==> src/hw/rtl/dnc_pkg.sv <==
`timescale 1ns / 1ps
// Shared types and fixed constants for the dominance negative cache.
// No dependencies.
package dnc_pkg;

    localparam int COORD_IN_W = 16;
    localparam int NUM_COORD_IN = 4;
    localparam int S_DATA_W = COORD_IN_W * NUM_COORD_IN;
    localparam int CNT_OUT_W = 5;
    localparam int M_DATA_W = 8;
    localparam int CFG_W = 3;
    localparam logic [CFG_W-1:0] DIMS_RESET = 3'd4;

    typedef enum logic {
        MODE_LOOKUP = 1'b0,
        MODE_INSERT = 1'b1
    } dnc_mode_t;

    typedef enum logic [1:0] {
        ST_IDLE,
        ST_WALK,
        ST_FINISH
    } dnc_state_t;

endpackage

==> src/hw/rtl/dominance_negative_cache.sv <==
`timescale 1ns / 1ps
// Top level of the dominance negative cache: point table, walk sequencer and compare unit.
// Depends on dnc_pkg.
//
//  channel   direction  payload
//  s_*       in         tuser: mode; tdata: coord_0..coord_3 (16 bits each)
//  m_*       out        tdata: covered, overflow, entry_count, one pad bit
//  cfg_*     in         data: dims_in_use
//
// For each request the sequencer reads one table slot per cycle through the registered
// memory port and the single compare unit checks it in the next cycle; the finish state
// then stores an inserted point in a free slot and issues the result.
// Reset clears the valid bits, so the table is empty and dims_in_use is 4 at once.
// The result waits in an output register; a stalled result holds the final cycle only.
module dominance_negative_cache #(
    parameter int DEPTH = 16,
    parameter int DIMS = 4,
    parameter int COORD_BITS = 16
) (
    input  logic                          aclk,
    input  logic                          aresetn,
    input  logic                          s_tvalid,
    output logic                          s_tready,
    input  logic [dnc_pkg::S_DATA_W-1:0]  s_tdata,  // coord_0, coord_1, coord_2, coord_3
    input  logic                          s_tuser,  // mode
    output logic                          m_tvalid,
    input  logic                          m_tready,
    output logic [dnc_pkg::M_DATA_W-1:0]  m_tdata,  // covered, overflow, entry_count[4:0], 0
    input  logic                          cfg_valid,
    output logic                          cfg_ready,
    input  logic [dnc_pkg::CFG_W-1:0]     cfg_data  // dims_in_use
);
    import dnc_pkg::*;

    localparam int IDX_W = (DEPTH > 1) ? $clog2(DEPTH) : 1;
    localparam int CNT_W = $clog2(DEPTH + 1);
    localparam int PT_W = DIMS * COORD_BITS;

    dnc_state_t state_reg, state_next;
    logic [CFG_W-1:0] dims_reg, dims_next;
    logic [DEPTH-1:0] valid_reg, valid_next;
    logic [PT_W-1:0] pt_reg, pt_next;
    logic [DIMS-1:0] act_reg, act_next;
    logic mode_reg, mode_next;
    logic [CNT_W-1:0] rd_cnt_reg, rd_cnt_next;
    logic cmp_vld_reg, cmp_vld_next;
    logic [IDX_W-1:0] cmp_idx_reg, cmp_idx_next;
    logic covered_reg, covered_next;
    logic [CNT_W-1:0] count_reg, count_next;
    logic free_found_reg, free_found_next;
    logic [IDX_W-1:0] free_idx_reg, free_idx_next;
    logic m_tvalid_reg, m_tvalid_next;
    logic m_covered_reg, m_covered_next;
    logic m_overflow_reg, m_overflow_next;
    logic [CNT_OUT_W-1:0] m_count_reg, m_count_next;

    logic [PT_W-1:0] entry_mem [DEPTH];
    logic [PT_W-1:0] rd_data_reg;
    logic rd_en;
    logic wr_en;
    logic [CFG_W-1:0] dims_eff;
    logic signed [COORD_BITS-1:0] p_c [DIMS];
    logic signed [COORD_BITS-1:0] e_c [DIMS];
    logic ge_all;
    logic le_all;
    logic slot_valid;
    logic post_valid;
    logic [CNT_W-1:0] count_fin;
    logic [CNT_W+CNT_OUT_W-1:0] count_ext;

    assign s_tready = (state_reg == ST_IDLE);
    assign cfg_ready = 1'b1;
    assign m_tvalid = m_tvalid_reg;
    assign m_tdata = {1'b0, m_count_reg, m_overflow_reg, m_covered_reg};

    always_comb begin
        if (dims_reg == '0) begin
            dims_eff = CFG_W'(1);
        end else if (dims_reg > CFG_W'(DIMS)) begin
            dims_eff = CFG_W'(DIMS);
        end else begin
            dims_eff = dims_reg;
        end
    end

    // Compare unit: one stored entry against the held point per cycle.
    always_comb begin
        ge_all = 1'b1;
        le_all = 1'b1;
        for (int j = 0; j < DIMS; j++) begin
            p_c[j] = pt_reg[j*COORD_BITS +: COORD_BITS];
            e_c[j] = rd_data_reg[j*COORD_BITS +: COORD_BITS];
            if (act_reg[j] && (e_c[j] < p_c[j])) begin
                ge_all = 1'b0;
            end
            if (act_reg[j] && (p_c[j] < e_c[j])) begin
                le_all = 1'b0;
            end
        end
    end

    assign slot_valid = valid_reg[cmp_idx_reg];
    assign post_valid = slot_valid && !((mode_reg == MODE_INSERT) && le_all);
    assign count_fin = count_reg + CNT_W'(1);

    always_comb begin
        state_next = state_reg;
        dims_next = dims_reg;
        valid_next = valid_reg;
        pt_next = pt_reg;
        act_next = act_reg;
        mode_next = mode_reg;
        rd_cnt_next = rd_cnt_reg;
        cmp_vld_next = 1'b0;
        cmp_idx_next = cmp_idx_reg;
        covered_next = covered_reg;
        count_next = count_reg;
        free_found_next = free_found_reg;
        free_idx_next = free_idx_reg;
        m_tvalid_next = m_tvalid_reg;
        m_covered_next = m_covered_reg;
        m_overflow_next = m_overflow_reg;
        m_count_next = m_count_reg;
        rd_en = 1'b0;
        wr_en = 1'b0;
        count_ext = '0;

        if (m_tvalid_reg && m_tready) begin
            m_tvalid_next = 1'b0;
        end
        if (cfg_valid) begin
            dims_next = cfg_data;
        end

        unique case (state_reg)
            ST_IDLE: begin
                if (s_tvalid) begin
                    for (int j = 0; j < DIMS; j++) begin
                        pt_next[j*COORD_BITS +: COORD_BITS] =
                            s_tdata[j*COORD_IN_W +: COORD_BITS];
                        act_next[j] = CFG_W'(j) < dims_eff;
                    end
                    mode_next = s_tuser;
                    rd_cnt_next = '0;
                    covered_next = 1'b0;
                    count_next = '0;
                    free_found_next = 1'b0;
                    free_idx_next = '0;
                    state_next = ST_WALK;
                end
            end
            ST_WALK: begin
                if (rd_cnt_reg != CNT_W'(DEPTH)) begin
                    rd_en = 1'b1;
                    cmp_vld_next = 1'b1;
                    cmp_idx_next = rd_cnt_reg[IDX_W-1:0];
                    rd_cnt_next = rd_cnt_reg + CNT_W'(1);
                end
                if (cmp_vld_reg) begin
                    if ((mode_reg == MODE_LOOKUP) && slot_valid && ge_all) begin
                        covered_next = 1'b1;
                    end
                    if (!post_valid) begin
                        valid_next[cmp_idx_reg] = 1'b0;
                        if (!free_found_reg) begin
                            free_found_next = 1'b1;
                            free_idx_next = cmp_idx_reg;
                        end
                    end else begin
                        count_next = count_reg + CNT_W'(1);
                    end
                end else if (rd_cnt_reg == CNT_W'(DEPTH)) begin
                    state_next = ST_FINISH;
                end
            end
            ST_FINISH: begin
                if (!m_tvalid_reg || m_tready) begin
                    m_tvalid_next = 1'b1;
                    m_covered_next = (mode_reg == MODE_LOOKUP) && covered_reg;
                    m_overflow_next = (mode_reg == MODE_INSERT) && !free_found_reg;
                    count_ext = {{CNT_OUT_W{1'b0}}, count_reg};
                    if ((mode_reg == MODE_INSERT) && free_found_reg) begin
                        wr_en = 1'b1;
                        valid_next[free_idx_reg] = 1'b1;
                        count_ext = {{CNT_OUT_W{1'b0}}, count_fin};
                    end
                    m_count_next = count_ext[CNT_OUT_W-1:0];
                    state_next = ST_IDLE;
                end
            end
            default: begin
                state_next = ST_IDLE;
            end
        endcase
    end

    always_ff @(posedge aclk) begin
        if (!aresetn) begin
            state_reg <= ST_IDLE;
            dims_reg <= DIMS_RESET;
            valid_reg <= '0;
            cmp_vld_reg <= 1'b0;
            m_tvalid_reg <= 1'b0;
        end else begin
            state_reg <= state_next;
            dims_reg <= dims_next;
            valid_reg <= valid_next;
            cmp_vld_reg <= cmp_vld_next;
            m_tvalid_reg <= m_tvalid_next;
        end
    end

    always_ff @(posedge aclk) begin
        pt_reg <= pt_next;
        act_reg <= act_next;
        mode_reg <= mode_next;
        rd_cnt_reg <= rd_cnt_next;
        cmp_idx_reg <= cmp_idx_next;
        covered_reg <= covered_next;
        count_reg <= count_next;
        free_found_reg <= free_found_next;
        free_idx_reg <= free_idx_next;
        m_covered_reg <= m_covered_next;
        m_overflow_reg <= m_overflow_next;
        m_count_reg <= m_count_next;
    end

    always_ff @(posedge aclk) begin
        if (wr_en) begin
            entry_mem[free_idx_reg] <= pt_reg;
        end
        if (rd_en) begin
            rd_data_reg <= entry_mem[rd_cnt_reg[IDX_W-1:0]];
        end
    end

endmodule

==> config.mk <==
export PLATFORM = sky130hd
export DESIGN_NAME = dominance_negative_cache
export DESIGN_NICKNAME = d
export VERILOG_FILES = /design/src/hw/rtl/dnc_pkg.sv /design/src/hw/rtl/dominance_negative_cache.sv
export SDC_FILE = /design/constraint.sdc
export NUM_CORES = 1
export LEC_CHECK = 0
export BUFFER_PORTS_ARGS = -buffer_cell sky130_fd_sc_hd__buf_2
export CORE_MARGIN = 2
export CORE_UTILIZATION = 40
export DETAILED_ROUTE_END_ITERATION = 10
export GPL_TIMING_DRIVEN = 0
export PLACE_DENSITY = 0.66
export SYNTH_ARGS = -nofsm -noshare
export SYNTH_HDL_FRONTEND = slang
export SYNTH_SLANG_ARGS = --single-unit
==> constraint.sdc <==
create_clock -name aclk -period 9.7 [get_ports aclk]
set_input_delay 0.485 -clock aclk [delete_from_list [all_inputs] [get_ports aclk]]
set_output_delay 0.485 -clock aclk [all_outputs]
set_load 0.03 [all_outputs]
# Yosys cells after proc, flatten, opt, wreduce, memory -nomap -nowiden
# Memory sizes are Yosys's and may differ from the RTL's. A register that Yosys moved wholly into a read port is not among the register bits.
# Cells that the tools add are included.
# word_totals
register_bits	119
ram_bits	1024
inputBits	73
word_cells	147
mem_count	1
# classes
addsub	2
order_cmp	17
n_eq_ne	15
n_mux	55
bitwise_logic	4
reduce_logical	36
# memory_table
memory	words	width	read_ports	rd_ports_with_merged_regs	write_ports	line	source
entry_mem	16	64	1	1	1	dominance_negative_cache.sv:57	logic [PT_W-1:0] entry_mem [DEPTH];
# ops
operator	n
$lt A16 B16 Y1	8
$mux W16	4
$pmux W16 S2	1
$mux W1	26
$mux W5	5
$ne A2 B2 Y1 const B	11
$pmux W5 S2	2
$logic_and A1 B1 Y1	18
$and A16 B16 Y16	1
$mux W4	4
$not A16 Y16	1
$or A16 B16 Y16	1
$reduce_and A4 Y1	4
$add A5 B1 Y5 const B	2
$lt A4 B5 Y1 const B	2
$reduce_and A5 Y1	2
$demux W1 S4	2
$ge A4 B1 Y1 const B	2
$mux W2	4
$pmux W4 S2	1
$lt A1 B3 Y1 const A	2
$lt A2 B3 Y1 const A	2
$mux W3	2
$pmux W2 S3	1
15 further kinds	21

# Logic depth before layout (Yosys ltp)
# Gate-level depths: netlist (run 1).
# logic_depth
word_depth	12
mapped_depth	10
mapped_depth_nobuf	9

# Worst setup path after synthesis (run 1)
# No wires, ideal clock.
# synth_timing
kind	input -> register
startpoint	in m_tready
endpoint	reg valid_reg[0]
t_arrival_ps	6318
required_time_ps	9608
path_slack_ps	3290
path_stages	6
path_cell_list	nand2b_1 or3b_1 or3_1 nor3_1 o21ai_0 a31oi_1
# synth_between
elab_chain_cells	3
# synth_rtl
element	line	source
start: declaration	dominance_negative_cache.sv:27	input logic m_tready,
$logic_or A1 B1 Y1	dominance_negative_cache.sv:177	if (!m_tvalid_reg || m_tready) begin
$ne A2 B2 Y1 (no source line)	-	
$reduce_and A5 Y1 (no source line)	-	
end signal: assignment	dominance_negative_cache.sv:207	valid_reg <= valid_next;
end: declaration	dominance_negative_cache.sv:41	logic [DEPTH-1:0] valid_reg, valid_next;
# Every way passes these cells.
# A chain may end at the register's enable or synchronous reset.

# Worst setup path in the final report (run 1)
# layout_timing
startpoint	reg pt_reg[31]
endpoint	reg count_reg[1], enable pin
# layout_between
elab_chain_cells	10
# layout_rtl
element	line	source
start: declaration	dominance_negative_cache.sv:42	logic [PT_W-1:0] pt_reg, pt_next;
start signal: assignment	dominance_negative_cache.sv:214	pt_reg <= pt_next;
$lt A16 B16 Y1	dominance_negative_cache.sv:96	if (act_reg[j] && (p_c[j] < e_c[j])) begin
$logic_and A1 B1 Y1	dominance_negative_cache.sv:96	
$mux W1 (3 in series)	dominance_negative_cache.sv:96	
$logic_and A1 B1 Y1	dominance_negative_cache.sv:103	assign post_valid = slot_valid && !((mode_reg == MODE_INSERT) && le_all);
$logic_not A1 Y1	dominance_negative_cache.sv:103	
$logic_and A1 B1 Y1	dominance_negative_cache.sv:103	
$ne A2 B2 Y1 (no source line)	-	
$reduce_and A4 Y1 (no source line)	-	
end signal: assignment	dominance_negative_cache.sv:220	count_reg <= count_next;
end: declaration	dominance_negative_cache.sv:49	logic [CNT_W-1:0] count_reg, count_next;
# Every way passes these cells.

==> results.md, run 1 <==
- Clk_skew: 0.0295 ns
- CTS sink count: 1207
- Setup Total Neg Slack: 0 ns
- Simple-Gate Fraction of Synth Area: 0.0150
- Lkg Pwr: about 17 nW
- P per Cell Area: ~220 nW/um2
- Core region area: 115000 um2
- Root buf cell: clkbuf_16
- Number of enable flip-flop cells after synthesis: 1184
- Placed instance area: 50100 um2
- Via count: about 22000
- Yosys Warn Count: 0
- Crit path launch type: flop
- Total congestion overflow: 0
- Post-route cell area: 54500 um2
- Initial antenna violation count: 2
- Largest net degree at the start of global routing: 51
- Ys async rst share: 0
- Worst-margin pin slew: 1.18 ns
- Final hold violation count: 0
- Fmax: 237 MHz
- Die Y: 344 um
- Largest register FFs: 1024
- Synth top area cells: edfxtp_1 (77%), mux4_2 (16%), ha_1 (1.8%)
- Vias/cell: 5.50
- Post-Synth Adder-Cell Area: 0.0181
- Clock slew at reported path FFs: around 0.06 ns
- Starting Density: 0.404
- Post-DP HPWL: 66600 um
- Mapped Cells: 2012
- Synth Register Bits: 1207
- Critical path required time: just over 10 ns
- I/O pin total: 84
- Run status: finished, final reports clean
- Port buffer count: 81
- First-pass GRT wire length: about 150000 um
- Global routing usage on met3: 0.0350
- Yosys top cell area share: 0.767
- RSZ-0062 raised after global routing: false
- Final setup viols: 0
- Commonest cells post-synth: edfxtp_1 (1184), mux4_2 (325), inv_1 (76), ha_1 (67), nor2_1 (37)
- H-tree level count: 3
- CP Class: flop to flop
- Worst slew margin: 0.210
- Gates resized, CTS repair: 0
- Count leader, synth: edfxtp_1
- Antenna-violating nets left: 0
- Routed len/inst: 26.2 um
- Row Count: 124
- Setup crit end kind: flop
- Max Slew Vio Count: 0
- WL final: 104000 um
- Crit-path cells: ha_1 > nand4_1 > nor4_2 > o21ai_1 > a32oi_1 > o221ai_2 > o31ai_4 > a21oi_1
- Post-layout min period: around 4.2 ns
- Crit share post-route: 0.435
- Mean post-synth cell area: between 20 and 25 um2
- Area leader, netlist: edfxtp_1
- Layout Nets: around 2500
- Register area share after synthesis: 0.777
- Inserted Diodes: 0
- Largest family of logic cells by synthesized area: multiplexers
- Tot GR Track Use: 0.177
- Die area: 119000 um2
- Vias in the first global route: about 23000
- Netlist cell types: 59
- Register area: 36000 um2
- Met1 Usage GRT: 0.238
- Inserted Clock Buffers: between 100 and 150
- CTS max path bufs: 3
- GR peak layer: met2
- Detailed-route DRC error count: 0
- Synth Area in XOR/XNOR: 0.00189
- WP data arrival: 4.56 ns
- Clk_lat worst skew: 0.70 ns
- Mux contribution to synthesized area: 0.160
- CTS tree: yes
- Layout cell share with drive strength beyond 1: 0.291
- Area grow syn2layout: 17.6%
- Multi-input gate area: 9790 um2
- Peak per-stage delay on the critical path: 0.66 ns
- Peak VDD IR: 0.128 mV
- Die width: 344 um
- Filler cells: around 9000
- Mapped cell area: 46300 um2
- First drt pass iteration count: 8
- DR iter-0 viols: 2468
- Area fraction in compound gates after synthesis: 0.0137
- MaxCap Viol Count: 0
- Hold Path Class: primary input to flop
- M2 GR Usage: 0.293
- CP max FO: 17
- Synth Flop Type: edfxtp_1
- GP Congestion: 0.753
- CP max-delay cell: a32oi_1
[cell type report]
cell class / instances / share of cell area
Sequential cell: 1207 / 0.661
Multi-Input combinational cell: 646 / 0.180
Clock buffer: 155 / 0.0590
Timing Repair Buffer: 220 / 0.0425
Tap cell: 1512 / 0.0347
Clock inverter: 67 / 0.0110
Buffer: 83 / 0.00668
Inverter: 77 / 0.00535
[final timing paths]
path,from,to,slack (ns),cells past startpoint
worst max-delay path,pt_reg[31],count_reg[1],5.48,8
worst min-delay path,s_tdata[16],pt_reg[16],0.04,1
worst max register to register,pt_reg[31],count_reg[1],5.48,8
worst min register to register,rd_cnt_reg[0],cmp_idx_reg[0],0.50,0
[kinds of logic (layout without fill, tap and decap cells)]
logic type,Yosys count,after routing
AOI/OAI and AO/OA,99,99
xor gates and xnor gates,10,10
adders and majority gates,67,67
buffers and inverters,160,602
DFF,1207,1207
muxes,333,333
other,2,3
and+or+nand+nor,134,134
[critical path: cells and delay by family (launching register included)]
| family | cells | cell delay [ns] |
|---|---|---|
| flops | 1 | 0.65 |
| fa+ha+maj | 1 | 0.46 |
| simple gates | 2 | 0.71 |
| compound gates | 5 | 2.04 |
[report_power, final]
part	internal [mW]	switching, mW
registers	5.92	0.138
logic	0.651	0.699
clock network	2.59	1.90
total	9.16	2.74
[stage by stage]
step / total power [mW] / std cells / utilization / hold WS (ns) / worst slack, ns
global route: 12.3 / 3967 / 0.475 / 0.0305 / 5.38
finish: 11.9 / 3967 / 0.475 / 0.0352 / 5.48
global placement: 7.46 / 3606 / 0.424 / 0.479 / -3.22
CTS: 12.0 / 3967 / 0.475 / 0.0105 / 5.49
detailed placement: 7.51 / 3686 / 0.437 / 0.488 / 5.51
floorplan: 7.05 / 2013 / - / 0.452 / 3.29
[timing repair]
action                                 in CTS  in global routing
endpoints found under the hold margin      59                  0
hold buffers                               59                  0
setup buffers                               0                  0
[metal layers]
metal / part of all wire / up-vias
met5: 0 / -
met4: 0.025 / 0
met3: 0.085 / 194
met2: 0.49 / 1024
met1: 0.40 / 11409
li1: - / 9180
[cell usage in the layout (no fill, tap or decap), types with 5 or more instances in the layout]
cell	count
a21o_1	6
a21oi_1	23
a31oi_1	19
and2_1	9
buf_1	18
buf_12	35
buf_16	5
buf_2	105
buf_6	33
buf_8	8
bufinv_16	10
clkbuf_1	65
clkbuf_16	122
clkinv_1	23
clkinv_2	22
clkinvlp_4	7
dfxtp_1	23
dlygate4sd3_1	59
edfxtp_1	1184
ha_1	67
inv_1	75
mux2i_1	7
mux4_2	325
nand2_1	26
nand2b_1	9
nand3_1	8
nand4_1	12
nor2_1	24
nor2_4	13
nor2b_1	11
o21ai_0	25
xor2_1	6
(Power assumes the default switching activity.)
==> inputs of run 2 (changes only) <==
--- a/config.mk
+++ b/config.mk
@@ -10,7 +10,7 @@
 export CORE_UTILIZATION = 40
 export DETAILED_ROUTE_END_ITERATION = 10
 export GPL_TIMING_DRIVEN = 0
-export PLACE_DENSITY = 0.66
+export PLACE_DENSITY = 0.68
 export SYNTH_ARGS = -nofsm -noshare
 export SYNTH_HDL_FRONTEND = slang
 export SYNTH_SLANG_ARGS = --single-unit
==> constraint.sdc (replaced) <==
create_clock -name aclk -period 3.7 [get_ports aclk]
set_input_delay 0.185 -clock aclk [delete_from_list [all_inputs] [get_ports aclk]]
set_output_delay 0.185 -clock aclk [all_outputs]
set_load 0.03 [all_outputs]
==> run 2 against run 1 <==
First-iteration DRC count is 6.6% higher. Sequential share of layout area down 0.52 points. Clock-buffer cell count shrank 9. Global-route usage increased by 0.42 points. Register-to-register slack lost 5.4 ns. Worst hold slack better by 0.17 ns. Fmax is 17% higher. Critical endpoint is now rd_data_reg[42]. Non-clock buffer count up 23.
==> results.md, run 2 (synthesis results as in run 1) <==
- Post-Place Cells: 3673 (-0.35%)
- Die area: 119000 um2 (unchanged)
- Die Y: 344 um (unchanged)
- Hold slack: 0.202 ns (+0.167 ns)
- Seq pwr share: 0.512 (+0.003)
- Initial antenna violation count: 0 (-2)
- DR iter-0 viols: 2630 (+6.6%)
- Port buffer count: 81 (unchanged)
- WL final: 107000 um (+2.6%)
- Post-layout min period: 3.59 ns (-0.626 ns)
- Post-route cell area: 54900 um2 (+0.80%)
- CTS max path bufs: 3 (unchanged)
- Tot GR Track Use: 0.181 (+0.00419)
- Placed instance area: 50300 um2 (+0.41%)
- Run status: finished, final reports clean
- Max Slew Vio Count: 0 (unchanged)
- Row Count: 124 (unchanged)
- Clock slew at reported path FFs: 0.06 ns (about the same)
- Layout cell share with drive strength beyond 1: 0.294 (+0.00293)
- Layout Nets: 2514 (+0.84%)
- Portion of total power attributed to the clock network: 0.370 (-0.008)
- Total power: 31.0 mW (+160%)
- Final hold violation count: 0 (unchanged)
- MaxCap Viol Count: 0 (unchanged)
- Setup crit end kind: flop
- RSZ-0062 raised after global routing: false
- GP Congestion: 0.749 (-0.54%)
- Largest net degree at the start of global routing: 44 (-14%)
- Starting Density: 0.404 (unchanged)
- Worst slew margin: 0.189 (-0.0206)
- Area grow syn2layout: 18.5%
- I/O pin total: 84 (unchanged)
- H-tree level count: 3 (unchanged)
- Total congestion overflow: 0 (unchanged)
- Final Core Density: 0.479 (+0.00380)
- Peak per-stage delay on the critical path: 0.73 ns (+0.07 ns)
- Post-DP HPWL: 67400 um (+1.2%)
- WP data arrival: 3.99 ns (-0.57 ns)
- CP max-delay cell: clkbuf_1
- Core region area: 115000 um2 (unchanged)
- Vias in the first global route: 23021 (+1.6%)
- P per Cell Area: 564 nW/um2 (+160%)
- Crit-path leading delay family: buffers and inverters
- Combinational share of power: 0.118 (+0.005)
- Final setup viols: 0 (unchanged)
- Register-to-register setup slack: 0.11 ns (-5.37 ns)
- Setup Total Neg Slack: 0 ns (unchanged)
- Inserted Clock Buffers: 116 (-1.7%)
- Crit path launch type: flop
- Final setup margin: 0.107 ns (-5.37 ns)
- Most common cell after layout, fill and taps aside: edfxtp_1
- CTS tree: yes
- Switching share of power: 0.233 (+0.00292)
- Clk_skew: 0.0447 ns (+0.0152 ns)
- CP Class: flop to flop
- Routed len/inst: 26.8 um (+2.3%)
- Worst-margin pin slew: 1.22 ns (+0.0309 ns)
- Peak VDD IR: 0.360 mV (+180%)
- Via count: 22213 (+1.9%)
- Vias/cell: 5.58 (+1.5%)
- Pre-CTS WS: -0.492 ns (-6.00 ns)
- Lkg Pwr: 17.6 nW (+0.92%)
- Internal Power: 23.7 mW (+160%)
- Critical path buffers and inverters: 3 (+3)
- Crit-path cells: clkbuf_1 > clkbuf_1 > buf_2 > mux4_2 > mux4_2
- Hold Path Class: primary input to flop
- First-pass GRT wire length: 155000 um (+2.7%)
- Root buf cell: clkbuf_16
- CP max FO: 10 (-7)
- Commonest cells after routing, fill and taps aside: edfxtp_1 (1184), mux4_2 (325), clkbuf_16 (120)
- CTS sink count: 1207 (unchanged)
- Largest register FFs: 1024 (unchanged)
- Clk_lat worst skew: 0.70 ns (about the same)
- Crit share post-route: 0.971 (+0.536)
- Critical path required time: 4.10 ns (-5.95 ns)
- Inserted Diodes: 0 (unchanged)
- NetSw: 7.22 mW (+160%)
- Antenna-violating nets left: 0 (unchanged)
- Fmax: 278 MHz (+17%)
- Die width: 344 um (unchanged)
- Detailed-route DRC error count: 0 (unchanged)
- Layout Cells excl Fill: 3980 (+0.33%)
- First drt pass iteration count: 6 (-2)
-- run 2: worst reg2reg max path: cells and delay by family, from the launching register on --
kind | cells | cell delay [ns]
flops | 1 | 0.39
buf+inv | 3 | 1.83
mux | 2 | 1.10
-- run 2: area by class of cell --
cell class / count / area, um2
Tap cell: 1512 / 1890
Timing Repair Buffer: 243 / 2800
Inverter: 77 / 292
Clock buffer: 146 / 3140
Fill cell: 9024 / 59700
Sequential cell: 1207 / 36000
Buffer: 83 / 372
Clock inverter: 66 / 547
Multi-Input combinational cell: 646 / 9860
-- run 2: final timing paths --
check,start,endpoint,cells past startpoint
worst max-delay path,rd_cnt_reg[0],rd_data_reg[42],5
worst min-delay path,s_tdata[23],pt_reg[23],2
worst max register to register,rd_cnt_reg[0],rd_data_reg[42],5
worst min register to register,rd_cnt_reg[0],cmp_idx_reg[0],0
-- run 2: routing by layer --
layer / wire length, um / track usage
met1: 42800 / 0.249
met2: 52500 / 0.300
met3: 8810 / 0.0325
met4: 2670 / 0.0466
met5: 0 / 0
-- run 2: what timing repair did --
action	4_1_cts	5_1_grt
buffers inserted	2	20
hold endpoints to repair	73	0
endpoints found under the setup margin	27	28
pin swaps	0	1
gates resized for setup	9	1
hold buffers	73	0
-- run 2: power by group through the flow --
stage	Clock (mW)	Sequential (mW)	Combinational, mW
floorplan	0	16.0	2.47
global placement	0	16.1	3.43
detailed placement	0	16.2	3.56
CTS	11.6	15.9	3.68
global route	12.1	15.9	3.91
finish	11.4	15.9	3.66
==> inputs of run 3 (changes only) <==
--- a/config.mk
+++ b/config.mk
@@ -6,11 +6,12 @@
 export NUM_CORES = 1
 export LEC_CHECK = 0
 export BUFFER_PORTS_ARGS = -buffer_cell sky130_fd_sc_hd__buf_2
+export CAP_MARGIN = 20
 export CORE_MARGIN = 2
-export CORE_UTILIZATION = 40
+export CORE_UTILIZATION = 50
 export DETAILED_ROUTE_END_ITERATION = 10
 export GPL_TIMING_DRIVEN = 0
-export PLACE_DENSITY = 0.68
+export PLACE_DENSITY = 0.78
 export SYNTH_ARGS = -nofsm -noshare
 export SYNTH_HDL_FRONTEND = slang
 export SYNTH_SLANG_ARGS = --single-unit
==> run 3 against run 2 <==
Sequential cell count did not move. Non-clock buffer count rose by 17. Clock-buffer cell count fell by 17. Largest power group unchanged. Clock power fell by 4%. Core utilization rose by 11 points. Cell count fell by 6.6%. Critical path depth rose by 3.
==> results.md, run 3 (synthesis results as in run 1) <==
- Filler cells: 6106 (-32%)
- Total congestion overflow: 0 (unchanged)
- Hold Path Class: primary input to flop
- Post-route cell area: 54500 um2 (-0.75%)
- Lkg Pwr: 17.6 nW (-0.11%)
- Clk_lat worst skew: 0.68 ns (-0.02 ns)
- CP Class: flop to flop
- Area grow syn2layout: 17.6%
- Port buffer count: 81 (unchanged)
- Register area: 36000 um2 (unchanged)
- Met1 Routed Length: 39800 um (-7.0%)
- Antenna-violating nets left: 0 (unchanged)
- Die area: 95100 um2 (-20%)
- Most common cell after layout, fill and taps aside: edfxtp_1
- Largest register FFs: 1024 (unchanged)
- Layout Nets: 2527 (+0.52%)
- Placed instance area: 49900 um2 (-0.81%)
- Via count: 23114 (+4.1%)
- Starting Density: 0.505 (+0.101)
- I/O pin total: 84 (unchanged)
- Vias/cell: 6.22 (+11%)
- Worst Setup SP: pt_reg[15]
- DR iter-0 viols: 3205 (+22%)
- Core region area: 91800 um2 (-20%)
- Reg2reg start: pt_reg[15]
- Initial antenna violation count: 2 (+2)
- Die Y: 308 um (-10%)
- CTS max path bufs: 3 (unchanged)
- Max Slew Vio Count: 0 (unchanged)
- Max Used Layer: met5
- Metal3 WL: 10900 um (+23%)
- Final hold violation count: 0 (unchanged)
- Worst slew margin: 0.290 (+0.101)
- Metal2 WL: 57100 um (+8.8%)
- Worst-margin pin slew: 1.06 ns (-0.151 ns)
- Inserted Diodes: 0 (unchanged)
- First-pass GRT wire length: 161000 um (+3.8%)
- Clk_skew: 0.0245 ns (-0.0202 ns)
- Critical path required time: 4.04 ns (-0.06 ns)
- Crit share post-route: 0.995 (+0.0237)
- H-tree level count: 3 (unchanged)
- Tot GR Track Use: 0.238 (+0.0566)
- Die width: 308 um (-10%)
- MaxCap Viol Count: 0 (unchanged)
- Post-layout min period: 3.68 ns (+0.0878 ns)
- Detailed-route DRC error count: 0 (unchanged)
- Crit path launch type: flop
- Row Count: 111 (-10%)
- Inserted Clock Buffers: 112 (-3.4%)
- Largest net degree at the start of global routing: 43 (-2.3%)
- Post-DP HPWL: 65800 um (-2.4%)
- Final setup viols: 0 (unchanged)
- First drt pass iteration count: 6 (unchanged)
- Layout cell share with drive strength beyond 1: 0.297 (+0.00293)
- Clock slew at reported path FFs: 0.07 ns (about the same)
- WP data arrival: 4.02 ns (+0.03 ns)
- Fmax: 272 MHz (-2.4%)
- Vias in the first global route: 24031 (+4.4%)
- Run status: finished, final reports clean
- CTS sink count: 1207 (unchanged)
- Routed len/inst: 30.2 um (+13%)
- Pre-CTS WS: -0.485 ns (+0.00692 ns)
- CP max FO: 11 (+1)
- Root buf cell: clkbuf_16
- WL final: 112000 um (+5.3%)
- P per Cell Area: 565 nW/um2 (+0.11%)
- Final setup margin: 0.0193 ns (-0.0878 ns)
- HP Start: s_tdata[50]
- Multi-input gate area: 9870 um2 (about the same)
- CTS tree: yes
- Commonest cells after routing, fill and taps aside: edfxtp_1 (1184), mux4_2 (325), clkbuf_16 (113)
- GP Congestion: 0.767 (+2.4%)
- Setup crit end kind: flop
- Peak VDD IR: 0.412 mV (+14%)
==> run 3: final timing paths <==
path                           to  slack [ns]  cells after the start
setup / recovery  free_idx_reg[1]        0.02                      8
hold / removal         pt_reg[50]        0.21                      2
setup reg to reg  free_idx_reg[1]        0.02                      8
hold reg to reg    cmp_idx_reg[1]        0.50                      0
==> run 3: worst max-delay path, stage by stage (launching register included) <==
cell      delay (ns)
edfxtp_1        0.59
ha_1            0.44
nand4_1         0.30
nor4_4          0.50
a21bo_2         0.29
nand3_1         0.20
o221ai_2        0.20
or3_1           0.46
a31oi_2         0.37
==> run 3: what timing repair did <==
action                                  in CTS  in global routing
pin swaps                                    0                  1
hold buffers                                73                  0
endpoints found under the setup margin      81                 29
gates resized for setup                     11                  1
hold endpoints to repair                    72                  0
setup buffers                                3                 33
==> run 3: layout make-up <==
type | instances | area share
Sequential cell | 1207 | 0.661
Multi-Input combinational cell | 646 | 0.181
Timing Repair Buffer | 260 | 0.0542
Clock buffer | 129 | 0.0530
Tap cell | 1243 | 0.0285
Clock inverter | 72 | 0.0104
Buffer | 83 | 0.00684
Inverter | 77 | 0.00535
==> run 3: power by group <==
group          total, mW  internal [mW]  switching (mW)
combinational       3.87           1.84            2.03
clock               11.0           6.12            4.93
sequential          15.9           15.5           0.350
total               30.8           23.5            7.30
==> run 3: layer usage <==
layer  track usage  up-vias
met5             0        -
met3        0.0418      320
met2         0.405     1557
met1         0.305    12012
met4        0.0947        2
li1              -     9223
==> run 3: metrics by stage <==
step	std cells	total power [mW]	util	TNS, ns	hold slack (ns)
after floorplan	2013	18.5	-	-551.21	0.284
after global placement	3337	19.5	0.526	-4204.13	0.366
after detailed placement	3400	19.7	0.543	-19.49	0.363
after CTS	3677	30.7	0.590	0	0.165
after global routing	3717	31.6	0.594	-0.166	0.210
final	3717	30.8	0.594	0	0.208
